File: src/hw/rtl/bole_pkg.sv
// Shared types and constants for the bounded ordered list engine.
// No dependencies; every other source file imports this package.
`timescale 1ns / 1ps
package bole_pkg;

  localparam int OPCODE_W = 3;
  localparam int FIELD_W  = 5;
  localparam int VALUE_W  = 32;

  // cells examined per cycle by the search scan
  localparam int GROUP = 8;

  localparam logic [OPCODE_W-1:0] OP_PUSH   = 3'd0;
  localparam logic [OPCODE_W-1:0] OP_INSERT = 3'd1;
  localparam logic [OPCODE_W-1:0] OP_DELETE = 3'd2;
  localparam logic [OPCODE_W-1:0] OP_MODIFY = 3'd3;
  localparam logic [OPCODE_W-1:0] OP_SEARCH = 3'd4;
  localparam logic [OPCODE_W-1:0] OP_CLEAR  = 3'd5;

  localparam logic [FIELD_W-1:0] NOT_FOUND = 5'b11111;

  // broadcast command to every cell
  typedef struct packed {
    logic ins;
    logic del;
    logic mod;
    logic srch;
  } bole_ctl_t;

  // search scan status
  typedef struct packed {
    logic               busy;
    logic               done;
    logic               hit;
    logic [FIELD_W-1:0] index;
  } bole_scan_t;

endpackage

File: src/hw/rtl/bole_if.sv
// Request and response channel interfaces (valid/ready plus payload).
// Depends on bole_pkg for field widths.
`timescale 1ns / 1ps
interface bole_req_if;
  import bole_pkg::*;
  logic                       valid;
  logic                       ready;
  logic [OPCODE_W-1:0]        opcode;
  logic [FIELD_W-1:0]         position;
  logic signed [VALUE_W-1:0]  value;
  modport source (output valid, output opcode, output position, output value, input ready);
  modport sink   (input valid, input opcode, input position, input value, output ready);
endinterface

interface bole_rsp_if;
  import bole_pkg::*;
  logic                       valid;
  logic                       ready;
  logic                       ok;
  logic signed [FIELD_W-1:0]  found_index;
  logic [FIELD_W-1:0]         count;
  modport source (output valid, output ok, output found_index, output count, input ready);
  modport sink   (input valid, input ok, input found_index, input count, output ready);
endinterface

File: src/hw/rtl/bole_cell.sv
// One list cell: holds one word, takes its neighbour's word on a shift,
// and registers whether it matches the search word.  Depends on bole_pkg.
`timescale 1ns / 1ps
module bole_cell #(
  parameter int IDX       = 0,
  parameter int CW        = 5,
  parameter int WORD_BITS = 32
) (
  input  logic                  clk,
  input  bole_pkg::bole_ctl_t   ctl,
  input  logic [CW-1:0]         pos,
  input  logic [CW-1:0]         cnt,
  input  logic [WORD_BITS-1:0]  val,
  input  logic [WORD_BITS-1:0]  left,
  input  logic [WORD_BITS-1:0]  right,
  output logic [WORD_BITS-1:0]  data,
  output logic                  match
);
  import bole_pkg::*;

  localparam logic [CW-1:0] MY_IDX = CW'(IDX);

  always_ff @(posedge clk) begin
    if (ctl.ins) begin
      if (MY_IDX == pos) begin
        data <= val;
      end else if (MY_IDX > pos) begin
        data <= left;
      end
    end else if (ctl.del) begin
      if (MY_IDX >= pos) begin
        data <= right;
      end
    end else if (ctl.mod) begin
      if (MY_IDX == pos) begin
        data <= val;
      end
    end
  end

  // held for the scan until the next search
  always_ff @(posedge clk) begin
    if (ctl.srch) begin
      match <= (data == val) && (MY_IDX < cnt);
    end
  end

endmodule

File: src/hw/rtl/bole_scan.sv
// Priority scan over the registered match bits, one group of cells a cycle.
// Depends on bole_pkg.
`timescale 1ns / 1ps
module bole_scan #(
  parameter int DEPTH = 16
) (
  input  logic                  clk,
  input  logic                  rst,
  input  logic                  start,
  input  logic [DEPTH-1:0]      match,
  output bole_pkg::bole_scan_t  stat
);
  import bole_pkg::*;

  localparam int NG   = (DEPTH + GROUP - 1) / GROUP;
  localparam int GW   = (NG > 1) ? $clog2(NG) : 1;
  localparam int GB   = $clog2(GROUP);
  localparam int PADW = NG * GROUP;

  logic              busy;
  logic [GW-1:0]     grp;
  logic [PADW-1:0]   padded;
  logic [GROUP-1:0]  slice;
  logic [GB-1:0]     bsel;
  logic [GW+GB+FIELD_W-1:0] full_idx;
  logic              last;

  assign padded = PADW'(match);
  assign slice  = padded[grp*GROUP +: GROUP];
  assign last   = (grp == GW'(NG - 1));

  always_comb begin
    bsel = '0;
    for (int b = GROUP - 1; b >= 0; b--) begin
      if (slice[b]) bsel = GB'(b);
    end
  end

  assign full_idx = {{FIELD_W{1'b0}}, grp, bsel};

  always_comb begin
    stat.busy  = busy;
    stat.hit   = busy && (slice != '0);
    stat.done  = busy && ((slice != '0) || last);
    stat.index = full_idx[FIELD_W-1:0];
  end

  always_ff @(posedge clk) begin
    if (rst) begin
      busy <= 1'b0;
      grp  <= '0;
    end else if (start) begin
      busy <= 1'b1;
      grp  <= '0;
    end else if (busy) begin
      if (stat.done) begin
        busy <= 1'b0;
      end else begin
        grp <= grp + GW'(1);
      end
    end
  end

endmodule

File: src/hw/rtl/bounded_ordered_list_engine.sv
// Top level: request decode, cell chain, search scan and response register.
// Depends on bole_pkg, bole_if, bole_cell and bole_scan.
`timescale 1ns / 1ps
// The list lives in a row of DEPTH cells that shift as one on insert or
// delete, so for push, insert, delete, modify and clear the response word
// sits in the output register on the cycle after the request is taken.  A
// waiting response word holds off the next request until it leaves; a
// request can be taken in the cycle it leaves.  A search compares every
// cell in the accept cycle, then a priority scan walks the match bits eight
// cells a cycle; its response word is registered when the scan ends, and no
// request is taken meanwhile.  Failed operations change nothing.
// No reset sweep is needed: only cells below the count are ever read.
module bounded_ordered_list_engine #(
  parameter int DEPTH     = 16,
  parameter int WORD_BITS = 32
) (
  input  logic       clk,
  input  logic       rst,
  bole_req_if.sink   req,
  bole_rsp_if.source rsp
);
  import bole_pkg::*;

  localparam int CNT_W = $clog2(DEPTH + 1);
  localparam int CW    = (CNT_W > FIELD_W) ? CNT_W : FIELD_W;

  logic [CNT_W-1:0]     cnt;
  logic [CNT_W-1:0]     cnt_next;
  logic [CW-1:0]        posx;
  logic [CW-1:0]        cntx;
  logic [CW-1:0]        cell_pos;
  logic [WORD_BITS-1:0] val_w;
  logic                 accept;
  logic                 full;
  logic                 ok_now;
  logic                 is_srch;
  bole_ctl_t            ctl;
  bole_scan_t           scan;

  logic [WORD_BITS-1:0] data [DEPTH];
  logic [WORD_BITS-1:0] left_d [DEPTH];
  logic [WORD_BITS-1:0] right_d [DEPTH];
  logic [DEPTH-1:0]     match;

  logic                 out_valid;
  logic                 out_ok;
  logic [FIELD_W-1:0]   out_found;
  logic [FIELD_W-1:0]   out_count;

  generate
    if (WORD_BITS > VALUE_W) begin : g_wide
      assign val_w = {{(WORD_BITS - VALUE_W){1'b0}}, req.value};
    end else if (WORD_BITS == VALUE_W) begin : g_same
      assign val_w = req.value;
    end else begin : g_narrow
      assign val_w = req.value[WORD_BITS-1:0];
    end
  endgenerate

  assign req.ready = !scan.busy && (!out_valid || rsp.ready);
  assign accept    = req.valid && req.ready;
  assign posx      = CW'(req.position);
  assign cntx      = CW'(cnt);
  assign full      = (cnt == CNT_W'(DEPTH));
  assign is_srch   = (req.opcode == OP_SEARCH);

  always_comb begin
    ok_now   = 1'b0;
    cnt_next = cnt;
    cell_pos = posx;
    ctl      = '0;
    case (req.opcode)
      OP_PUSH: begin
        cell_pos = '0;
        ok_now   = !full;
        ctl.ins  = accept && ok_now;
        if (ok_now) cnt_next = cnt + CNT_W'(1);
      end
      OP_INSERT: begin
        ok_now  = !full && (posx <= cntx);
        ctl.ins = accept && ok_now;
        if (ok_now) cnt_next = cnt + CNT_W'(1);
      end
      OP_DELETE: begin
        ok_now  = (posx < cntx);
        ctl.del = accept && ok_now;
        if (ok_now) cnt_next = cnt - CNT_W'(1);
      end
      OP_MODIFY: begin
        ok_now  = (posx < cntx);
        ctl.mod = accept && ok_now;
      end
      OP_SEARCH: begin
        ok_now   = 1'b1;
        ctl.srch = accept;
      end
      OP_CLEAR: begin
        ok_now   = 1'b1;
        cnt_next = '0;
      end
      default: begin
        ok_now = 1'b0;
      end
    endcase
  end

  genvar i;
  generate
    for (i = 0; i < DEPTH; i++) begin : g_cell
      if (i == 0) begin : g_first
        assign left_d[i] = val_w;
      end else begin : g_left
        assign left_d[i] = data[i-1];
      end
      if (i == DEPTH - 1) begin : g_last
        assign right_d[i] = val_w;
      end else begin : g_right
        assign right_d[i] = data[i+1];
      end
      bole_cell #(
        .IDX       (i),
        .CW        (CW),
        .WORD_BITS (WORD_BITS)
      ) u_cell (
        .clk   (clk),
        .ctl   (ctl),
        .pos   (cell_pos),
        .cnt   (cntx),
        .val   (val_w),
        .left  (left_d[i]),
        .right (right_d[i]),
        .data  (data[i]),
        .match (match[i])
      );
    end
  endgenerate

  bole_scan #(
    .DEPTH (DEPTH)
  ) u_scan (
    .clk   (clk),
    .rst   (rst),
    .start (ctl.srch),
    .match (match),
    .stat  (scan)
  );

  always_ff @(posedge clk) begin
    if (rst) begin
      cnt <= '0;
    end else if (accept) begin
      cnt <= cnt_next;
    end
  end

  always_ff @(posedge clk) begin
    if (rst) begin
      out_valid <= 1'b0;
    end else begin
      if (accept && !is_srch) begin
        out_valid <= 1'b1;
        out_ok    <= ok_now;
        out_found <= NOT_FOUND;
        out_count <= FIELD_W'(cnt_next);
      end else if (scan.done) begin
        out_valid <= 1'b1;
        out_ok    <= 1'b1;
        out_found <= scan.hit ? scan.index : NOT_FOUND;
        out_count <= FIELD_W'(cnt);
      end else if (rsp.ready) begin
        out_valid <= 1'b0;
      end
    end
  end

  assign rsp.valid       = out_valid;
  assign rsp.ok          = out_ok;
  assign rsp.found_index = out_found;
  assign rsp.count       = out_count;

  // no request is taken while a search scan runs
  a_busy_blocks: assert property (@(posedge clk) disable iff (rst)
    scan.busy |-> !req.ready)
    else $error("request taken during search scan");

  // the response slot is always free when a scan completes
  a_slot_free: assert property (@(posedge clk) disable iff (rst)
    scan.done |-> !out_valid)
    else $error("search result would overwrite a pending word");

  a_cnt_bound: assert property (@(posedge clk) disable iff (rst)
    cnt <= CNT_W'(DEPTH))
    else $error("entry count above depth");

  // a non-search request yields a response word on the next cycle
  a_one_cycle: assert property (@(posedge clk) disable iff (rst)
    accept && !is_srch |=> out_valid)
    else $error("missing response word");

  // a search always leads into the scan
  a_srch_scan: assert property (@(posedge clk) disable iff (rst)
    accept && is_srch |=> scan.busy)
    else $error("search did not start scan");

endmodule

File: src/flat_wrapper.sv
// flat-port wrapper written by rule: the top's interface ports become plain ports
module bounded_ordered_list_engine_flat import bole_pkg::*;
#(
  parameter int DEPTH     = 16,
  parameter int WORD_BITS = 32
)
  (clk, rst, req_valid, req_opcode, req_position, req_value, req_ready, rsp_valid, rsp_ok, rsp_found_index, rsp_count, rsp_ready);
  bole_req_if req_i ();
  bole_rsp_if rsp_i ();
  input  logic clk;
  input  logic rst;
  input wire logic [$bits(req_i.valid)-1:0] req_valid;
  input wire logic [$bits(req_i.opcode)-1:0] req_opcode;
  input wire logic [$bits(req_i.position)-1:0] req_position;
  input wire logic [$bits(req_i.value)-1:0] req_value;
  output wire logic [$bits(req_i.ready)-1:0] req_ready;
  output wire logic [$bits(rsp_i.valid)-1:0] rsp_valid;
  output wire logic [$bits(rsp_i.ok)-1:0] rsp_ok;
  output wire logic [$bits(rsp_i.found_index)-1:0] rsp_found_index;
  output wire logic [$bits(rsp_i.count)-1:0] rsp_count;
  input wire logic [$bits(rsp_i.ready)-1:0] rsp_ready;
  assign req_i.valid = req_valid;
  assign req_i.opcode = req_opcode;
  assign req_i.position = req_position;
  assign req_i.value = req_value;
  assign req_ready = req_i.ready;
  assign rsp_valid = rsp_i.valid;
  assign rsp_ok = rsp_i.ok;
  assign rsp_found_index = rsp_i.found_index;
  assign rsp_count = rsp_i.count;
  assign rsp_i.ready = rsp_ready;
  bounded_ordered_list_engine #(.DEPTH(DEPTH), .WORD_BITS(WORD_BITS)) u_core (.clk(clk), .rst(rst), .req(req_i), .rsp(rsp_i));
endmodule
File: config.mk
export PLATFORM = sky130hd
export DESIGN_NAME = bounded_ordered_list_engine_flat
export DESIGN_NICKNAME = d
export VERILOG_FILES = /design/src/hw/rtl/bole_pkg.sv /design/src/hw/rtl/bole_if.sv /design/src/hw/rtl/bole_cell.sv /design/src/hw/rtl/bole_scan.sv /design/src/hw/rtl/bounded_ordered_list_engine.sv /design/src/flat_wrapper.sv
export SDC_FILE = /design/constraint.sdc
export NUM_CORES = 2
export LEC_CHECK = 0
export ABC_CLOCK_PERIOD_IN_PS = 9200
export BUFFER_PORTS_ARGS = -buffer_cell sky130_fd_sc_hd__buf_2
export CAP_MARGIN = 20
export CELL_PAD_IN_SITES_DETAIL_PLACEMENT = 1
export CELL_PAD_IN_SITES_GLOBAL_PLACEMENT = 2
export CORE_ASPECT_RATIO = 1.4
export CORE_MARGIN = 8
export CORE_UTILIZATION = 25
export DETAILED_ROUTE_END_ITERATION = 8
export GPL_ROUTABILITY_DRIVEN = 1
export PLACE_DENSITY_LB_ADDON = 0.1
export SLEW_MARGIN = 20
export SYNTH_ARGS = -nofsm -noshare
export SYNTH_HDL_FRONTEND = slang
export SYNTH_SLANG_ARGS = --single-unit
File: constraint.sdc
create_clock -name clk -period 9.2 [get_ports clk]
set_input_delay 1.38 -clock clk [delete_from_list [all_inputs] [get_ports clk]]
set_output_delay 1.38 -clock clk [all_outputs]
set_load 0.005 [all_outputs]
Word level (Yosys, flattened, before mapping)
Index checks and enable logic that the tools add are counted.
{"block": "classes", "n_eq_ne": 69, "bitwise": 2, "addsub": 3, "mux": 142, "order_cmp": 50, "reduce_logical": 74, "n_shift": 1}
{"op": "$mux 32", "count": 112}
{"op": "$eq 32x32->1", "count": 16}
{"op": "$reduce_and 4->1", "count": 16}
{"op": "$reduce_bool 3->1", "count": 18}
{"op": "$ne 3x2->1 const B", "count": 16}
{"op": "$ne 3x3->1 const B", "count": 16}
{"op": "$eq 4x5->1 const A", "count": 8}
{"op": "$ge 4x5->1 const A", "count": 8}
{"op": "$gt 4x5->1 const A", "count": 8}
{"op": "$lt 4x5->1 const A", "count": 8}
{"op": "$mux 5", "count": 8}
{"op": "$logic_and 1x1->1", "count": 25}
{"op": "$mux 3", "count": 8}
{"op": "$eq 3x5->1 const A", "count": 4}
{"op": "$ge 3x5->1 const A", "count": 4}
{"op": "$gt 3x5->1 const A", "count": 4}
{"op": "$lt 3x5->1 const A", "count": 4}
{"op": "$pmux 5 s4", "count": 1}
{"op": "$shiftx 16x5->8", "count": 1}
{"op": "$mux 1", "count": 11}
{"op": "$eq 2x5->1 const A", "count": 2}
{"op": "$ge 1x5->1 const A", "count": 2}
{"op": "$ge 2x5->1 const A", "count": 2}
{"op": "$gt 1x5->1 const A", "count": 2}
{"op": "24 further kinds", "count": 37}
{"block": "word_totals", "ff_bits": 547, "word_cells": 380, "inputBits": 44, "out_inout_bits": 13}

Longest topological paths before layout
{"block": "logic_depth", "ltp_word": 11, "depth_mapped": 12, "depth_no_buf": 8}

Hierarchy
From an unflattened synthesis, not the netlist that was laid out.
{"block": "hier_totals", "cells_unflattened": 4425, "hier_area_um2": 40064.7}
{"module": "bole_cell (u_core.g_cell[0].u_cell)", "instances": 1, "seq_area_each_um2": 991.0, "cells_each": 266, "area_each_um2": 2443.6}
{"module": "bole_cell (u_core.g_cell[10].u_cell)", "instances": 1, "seq_area_each_um2": 991.0, "cells_each": 268, "area_each_um2": 2429.8}
{"module": "bole_cell (u_core.g_cell[1].u_cell)", "instances": 1, "seq_area_each_um2": 991.0, "cells_each": 265, "area_each_um2": 2429.8}
{"module": "bole_cell (u_core.g_cell[4].u_cell)", "instances": 1, "seq_area_each_um2": 991.0, "cells_each": 267, "area_each_um2": 2423.6}
{"module": "bole_cell (u_core.g_cell[13].u_cell)", "instances": 1, "seq_area_each_um2": 991.0, "cells_each": 264, "area_each_um2": 2421.1}
{"module": "bole_cell (u_core.g_cell[5].u_cell)", "instances": 1, "seq_area_each_um2": 991.0, "cells_each": 264, "area_each_um2": 2416.1}
{"module": "bole_cell (u_core.g_cell[6].u_cell)", "instances": 1, "seq_area_each_um2": 991.0, "cells_each": 265, "area_each_um2": 2416.1}
{"module": "bole_cell (u_core.g_cell[15].u_cell)", "instances": 1, "seq_area_each_um2": 991.0, "cells_each": 265, "area_each_um2": 2413.6}
{"module": "bole_cell (u_core.g_cell[8].u_cell)", "instances": 1, "seq_area_each_um2": 991.0, "cells_each": 266, "area_each_um2": 2407.3}
{"module": "bole_cell (u_core.g_cell[12].u_cell)", "instances": 1, "seq_area_each_um2": 991.0, "cells_each": 267, "area_each_um2": 2391.0}
{"module": "bole_cell (u_core.g_cell[14].u_cell)", "instances": 1, "seq_area_each_um2": 991.0, "cells_each": 265, "area_each_um2": 2388.5}
{"module": "bole_cell (u_core.g_cell[9].u_cell)", "instances": 1, "seq_area_each_um2": 991.0, "cells_each": 266, "area_each_um2": 2388.5}
{"module": "bole_cell (u_core.g_cell[2].u_cell)", "instances": 1, "seq_area_each_um2": 991.0, "cells_each": 264, "area_each_um2": 2387.3}
{"module": "bole_cell (u_core.g_cell[11].u_cell)", "instances": 1, "seq_area_each_um2": 991.0, "cells_each": 264, "area_each_um2": 2384.8}
{"module": "+4 rows"}

Worst setup path before layout
No wires, ideal clock.
{"block": "synth_timing", "path_type": "input port to flip-flop", "startpoint": "input port req_position[2]", "endpoint": "register u_core.g_cell[5].u_cell.data[0] (enable)", "n_path_buf": 2, "setup_time_ns": 0.474, "path_stages": 9, "required_time_ns": 8.726, "t_arrival_ns": 5.377, "path_slack_ns": 3.349, "cell_sequence": "ha_1 > nor2_1 > a211oi_2 > o211a_1 > buf_2 > o21ai_4 > buf_2 > nand2_1 > a221oi_1"}
{"block": "synth_via", "elab_chain_len": 6, "elab_cells_between_ends": 17, "cone_classes": "4 x order compare; 3 x eq/ne; 4 x mux; 6 x reduce/logical"}
{"element": "start: declaration", "line": "flat_wrapper.sv:14", "rtl": "input wire logic [$bits(req_i.position)-1:0] req_position;"}
{"element": "$le 5x5->1", "line": "bounded_ordered_list_engine.sv:80", "rtl": "ok_now = !full && (posx <= cntx);"}
{"element": "$logic_and 1x1->1", "line": "bounded_ordered_list_engine.sv:80"}
{"element": "$logic_and 1x1->1", "line": "bounded_ordered_list_engine.sv:81", "rtl": "ctl.ins = accept && ok_now;"}
{"element": "$pmux 1 s2", "line": "bounded_ordered_list_engine.sv:72", "rtl": "case (req.opcode)"}
{"element": "$ne 3x2->1 (no line), or another cell as far along"}
{"element": "$reduce_and 4->1 (no line) *"}
{"element": "end signal: assignment", "line": "bole_cell.sv:28", "rtl": "data <= left;"}
{"element": "end signal: assignment", "line": "bole_cell.sv:32", "rtl": "data <= right;"}
{"element": "end signal: assignment", "line": "bole_cell.sv:36", "rtl": "data <= val;"}
{"element": "end: declaration", "line": "bole_cell.sv:16", "rtl": "output logic [WORD_BITS-1:0] data,"}
Mark *: on every way between the ends. The rest lies on a longest branch, timed or not.
A chain may end at the register's enable or synchronous reset.

Worst setup path after layout
{"block": "layout_timing", "startpoint": "input port req_position[0]", "endpoint": "register u_core.g_cell[1].u_cell.data[28] (data pin)"}
{"block": "layout_via", "elab_chain_len": 5, "elab_cells_between_ends": 12, "cone_classes": "2 x order compare; 1 x eq/ne; 6 x mux; 3 x reduce/logical"}
{"element": "$le 5x5->1 or $lt 5x5->1 (tied branches)", "line": "bounded_ordered_list_engine.sv:80, bounded_ordered_list_engine.sv:85"}
{"element": "$logic_and 1x1->1 (on tied branches)", "line": "bounded_ordered_list_engine.sv:80, bounded_ordered_list_engine.sv:86"}
{"element": "$logic_and 1x1->1 or $mux 1 (tied branches)", "line": "bounded_ordered_list_engine.sv:81, bounded_ordered_list_engine.sv:72"}
{"element": "$pmux 1 s2 or $mux 32 (tied branches)", "line": "bounded_ordered_list_engine.sv:72, bole_cell.sv:30"}
{"element": "$mux 32 *", "line": "bole_cell.sv:24", "rtl": "if (ctl.ins) begin"}
{"element": "end signal: assignment", "line": "bole_cell.sv:26", "rtl": "data <= val;"}
{"element": "end signal: assignment", "line": "bole_cell.sv:28"}
{"element": "end signal: assignment", "line": "bole_cell.sv:32"}
{"element": "end: declaration", "line": "bole_cell.sv:16"}
Marked as above.

==> impl_metrics.yaml <==
global_route:
  grt-ovfl-total: 0
  grt_pass1_vias: 25400
  grt_max_degree: 188
  antenna_found_initial: 3
  grt_pass1_wl_um: 205000
  grt_usage_pct: 21.0
critical_path:
  cp_slowest_stage_delay_ns: 0.80
  crit_chain: "buf_2, inv_1, ha_1, nand2b_1, a211o_1, nand4_1, buf_12, buf_4, nand2_1, o221ai_1"
  cp-end-kind: "flip-flop"
  timing.rr.start: "u_core.cnt[4]"
  rr_worst_depth: 10
  rr_endpoint: "u_core.g_cell[1].u_cell.data[28]"
  required_ns: 9.66
  cp_max_fo: 187
  worstPathArrival_ns: 4.88
  path_class: "primary input to flip-flop"
  cp_slowest_cell: "buf_4"
  r2r_setup_slack_ns: 4.79
  cp-endpoint: "u_core.g_cell[1].u_cell.data[28]"
  start_kind: "primary input"
  setup.worst_path.start: "req_position[0]"
sta:
  tns_ns: 0
  max_freq_ghz: 0.226
  rsz0062_at_grt: "false"
  drv_slew: 0
  post-route-period-util_pct: 48.0
  hold_viol_final: 0
  max_slew_margin_pct: 22.8
  period_needed_ns: 4.42
  fin_skew_ns: 0.0210
  worstMarginPinSlew_ns: 1.16
  setup_viol: 0
placement:
  io_buffers: 56
  routabilityCongestion: 0.846
  dp_hpwl_um: 113000
  placed_cells: 4405
logic_synthesis:
  async_reset_ff_share_pct: 0
  syn_nets: 2958
  ys.warnings.count: 0
  yosysMostFrequentCell: "edfxtp_1"
  synth.distinct_cells: 64
  synth_seq_cells: 547
  ys.flop_type: "edfxtp_1"
  yosysSeqAreaShare_pct: 52.3
  synth_top_area_share_pct: 51.8
  synthTopCellsByArea: "edfxtp_1 (52%), xnor2_1 (7.3%), xor2_1 (7.1%)"
  synth.avg_cell_area_um2: 10.8
  synth_edf_count: 539
  synthesis.area_um2: 31200
  synth_common_cells: "edfxtp_1 (539), inv_1 (264), xnor2_1 (260)"
  synthCells: 2905
  yosys.area.top_type: "edfxtp_1"
cells_and_area:
  fin_util_pct: 28.7
  drive_above_1_share_pct: 10.6
  fill_cells: 13800
  area_growth_pct: 14.0
  finalNonFillerCells: 4525
  nets: 2903
job:
  maxCapViolCount: 0
clock_tree:
  cts_buffers: 69
  clockBufferDepth: 3
  cts_resized: 0
  cts-htree-levels: 3
  cts_tree: "yes"
  cts_hold_buffers: 0
  path_clk_slew_ns: 0.06
  post-cts-setup-buffer-count: 0
  root_buffer: "clkbuf_16"
  cts_sinks: 547
  clk_latency_ns: 0.64
detailed_routing:
  post-route-drc-count: 0
  avgRoutedWirePerCell_um: 32.5
  first_pass_iters: 6
  final_antenna_net_count: 0
  drt-vias-per-instance: 5.37
  first_iter_violations: 2522
  drt_wl_total_um: 147000
  vias: 24300
floorplanning:
  fp-row-count: 153
  start_util_pct: 25.2
  core_area_um2: 124000
  die_area_um2: 137000
  pin_count: 57
  die_h_um: 434
  die_w_um: 315
run_status:
  status: "finished, final reports clean"
power_and_ir_drop:
  power_leakage_nw: 11.9
  power_density_nw_per_um2: 171
  vdd_drop_max_v: 0.000127
worst_hold_path:
  worstHoldPathType: "flip-flop to flip-flop"
## worst min path at each step
stage	slack, ns	depth (start not counted)	start	endpoint
detailed placement	0.51	1	u_core.u_scan.busy	u_core.rsp.found_index[2]
finish	0.52	1	u_core.u_scan.busy	u_core.rsp.found_index[2]
floorplan	0.46	1	u_core.u_scan.busy	u_core.rsp.found_index[2]
CTS	0.53	1	u_core.u_scan.busy	u_core.rsp.found_index[2]
global route	0.56	1	u_core.u_scan.busy	u_core.rsp.found_index[2]
global placement	0.51	1	u_core.u_scan.busy	u_core.rsp.found_index[2]
## placed cells by master (no fill, tap or decap), drive strengths merged, types with 4 or more instances in the layout
cell type / n
edfxtp: 539
inv: 264
xnor2: 260
xor2: 252
a21oi: 175
o22ai: 142
nand2: 141
buf: 140
a222oi: 124
nor2: 122
a221oi: 98
o21ai: 91
clkbuf: 85
nor4: 79
nand4: 76
o221ai: 46
nand2b: 35
nand3: 32
o221a: 31
clkinv: 29
nor3: 17
and3: 11
and2: 9
a221o: 9
ha: 9
a31oi: 9
dfxtp: 8
nor2b: 7
or4: 7
a21o: 6
a2111oi: 4
or2: 4
a211oi: 4
## flip-flops by register name, summed over array words and instances, names as in the netlist
name / cells
u_core.g_cell.u_cell.match: 16
u_core.rsp.found_index: 5
u_core.u_scan.busy: 1
u_core.rsp.valid: 1
u_core.g_cell.u_cell.data: 512
u_core.rsp.ok: 1
u_core.rsp.count: 5
u_core.u_scan.grp: 1
u_core.cnt: 5
## power breakdown
| part | switching, mW | internal [mW] | leakage, nW |
|---|---|---|---|
| sequential | 0.0126 | 2.78 | 4.90 |
| clock | 1.15 | 1.49 | 1.01 |
| combinational | 0.460 | 0.212 | 5.96 |
| total | 1.62 | 4.48 | 11.9 |
## routing by layer
metal  routed length (µm)  share of wire, %  global-route usage, %
met5                    0                 0                      0
met1                59100                40                   25.0
met3                 4770               3.2                   1.74
met4                 7740               5.3                   10.3
met2                75400                51                   37.8
## worst max-delay path, delay by kind of cell
| family | cells | cell delay, ns |
|---|---|---|
| buffers and inverters | 4 | 1.69 |
| adders and majority gates | 1 | 0.20 |
| and+or+nand+nor | 3 | 0.78 |
| AOI/OAI and AO/OA | 2 | 0.62 |
## stage by stage
step | power (mW) | hold WS [ns] | setup WS [ns] | cell area (µm²)
after floorplan | 3.24 | 0.465 | 3.35 | 31200
after global placement | 3.51 | 0.510 | 4.15 | 33500
after detailed placement | 3.52 | 0.512 | 4.08 | 33500
after CTS | 6.18 | 0.528 | 4.69 | 35600
after global routing | 6.28 | 0.557 | 4.48 | 35600
final | 6.09 | 0.525 | 4.78 | 35600
## cell type report
class	instances	area, µm²	share of cell area (%)
diodes	2	5.00	0.0141
clock inverters	32	186	0.524
flip-flops and latches	547	16300	45.9
well taps	1627	2040	5.72
repair buffers	140	956	2.68
inverters	264	991	2.78
multi-input cells	1828	13200	37.1
clock buffers	85	1870	5.26
## cell families (layout without fill, tap and decap cells)
kind of cell	count (synthesis)	after routing	synth area share, %
AOI/OAI and AO/OA	760	760	17.7
muxes	1	1	0.0360
and+or+nand+nor	546	546	8.74
adders and majority gates	9	9	0.360
buffers and inverters	530	521	6.44
xor gates and xnor gates	512	512	14.4
DFF	547	547	52.3
other	0	2	0
(Power assumes the default switching activity.)
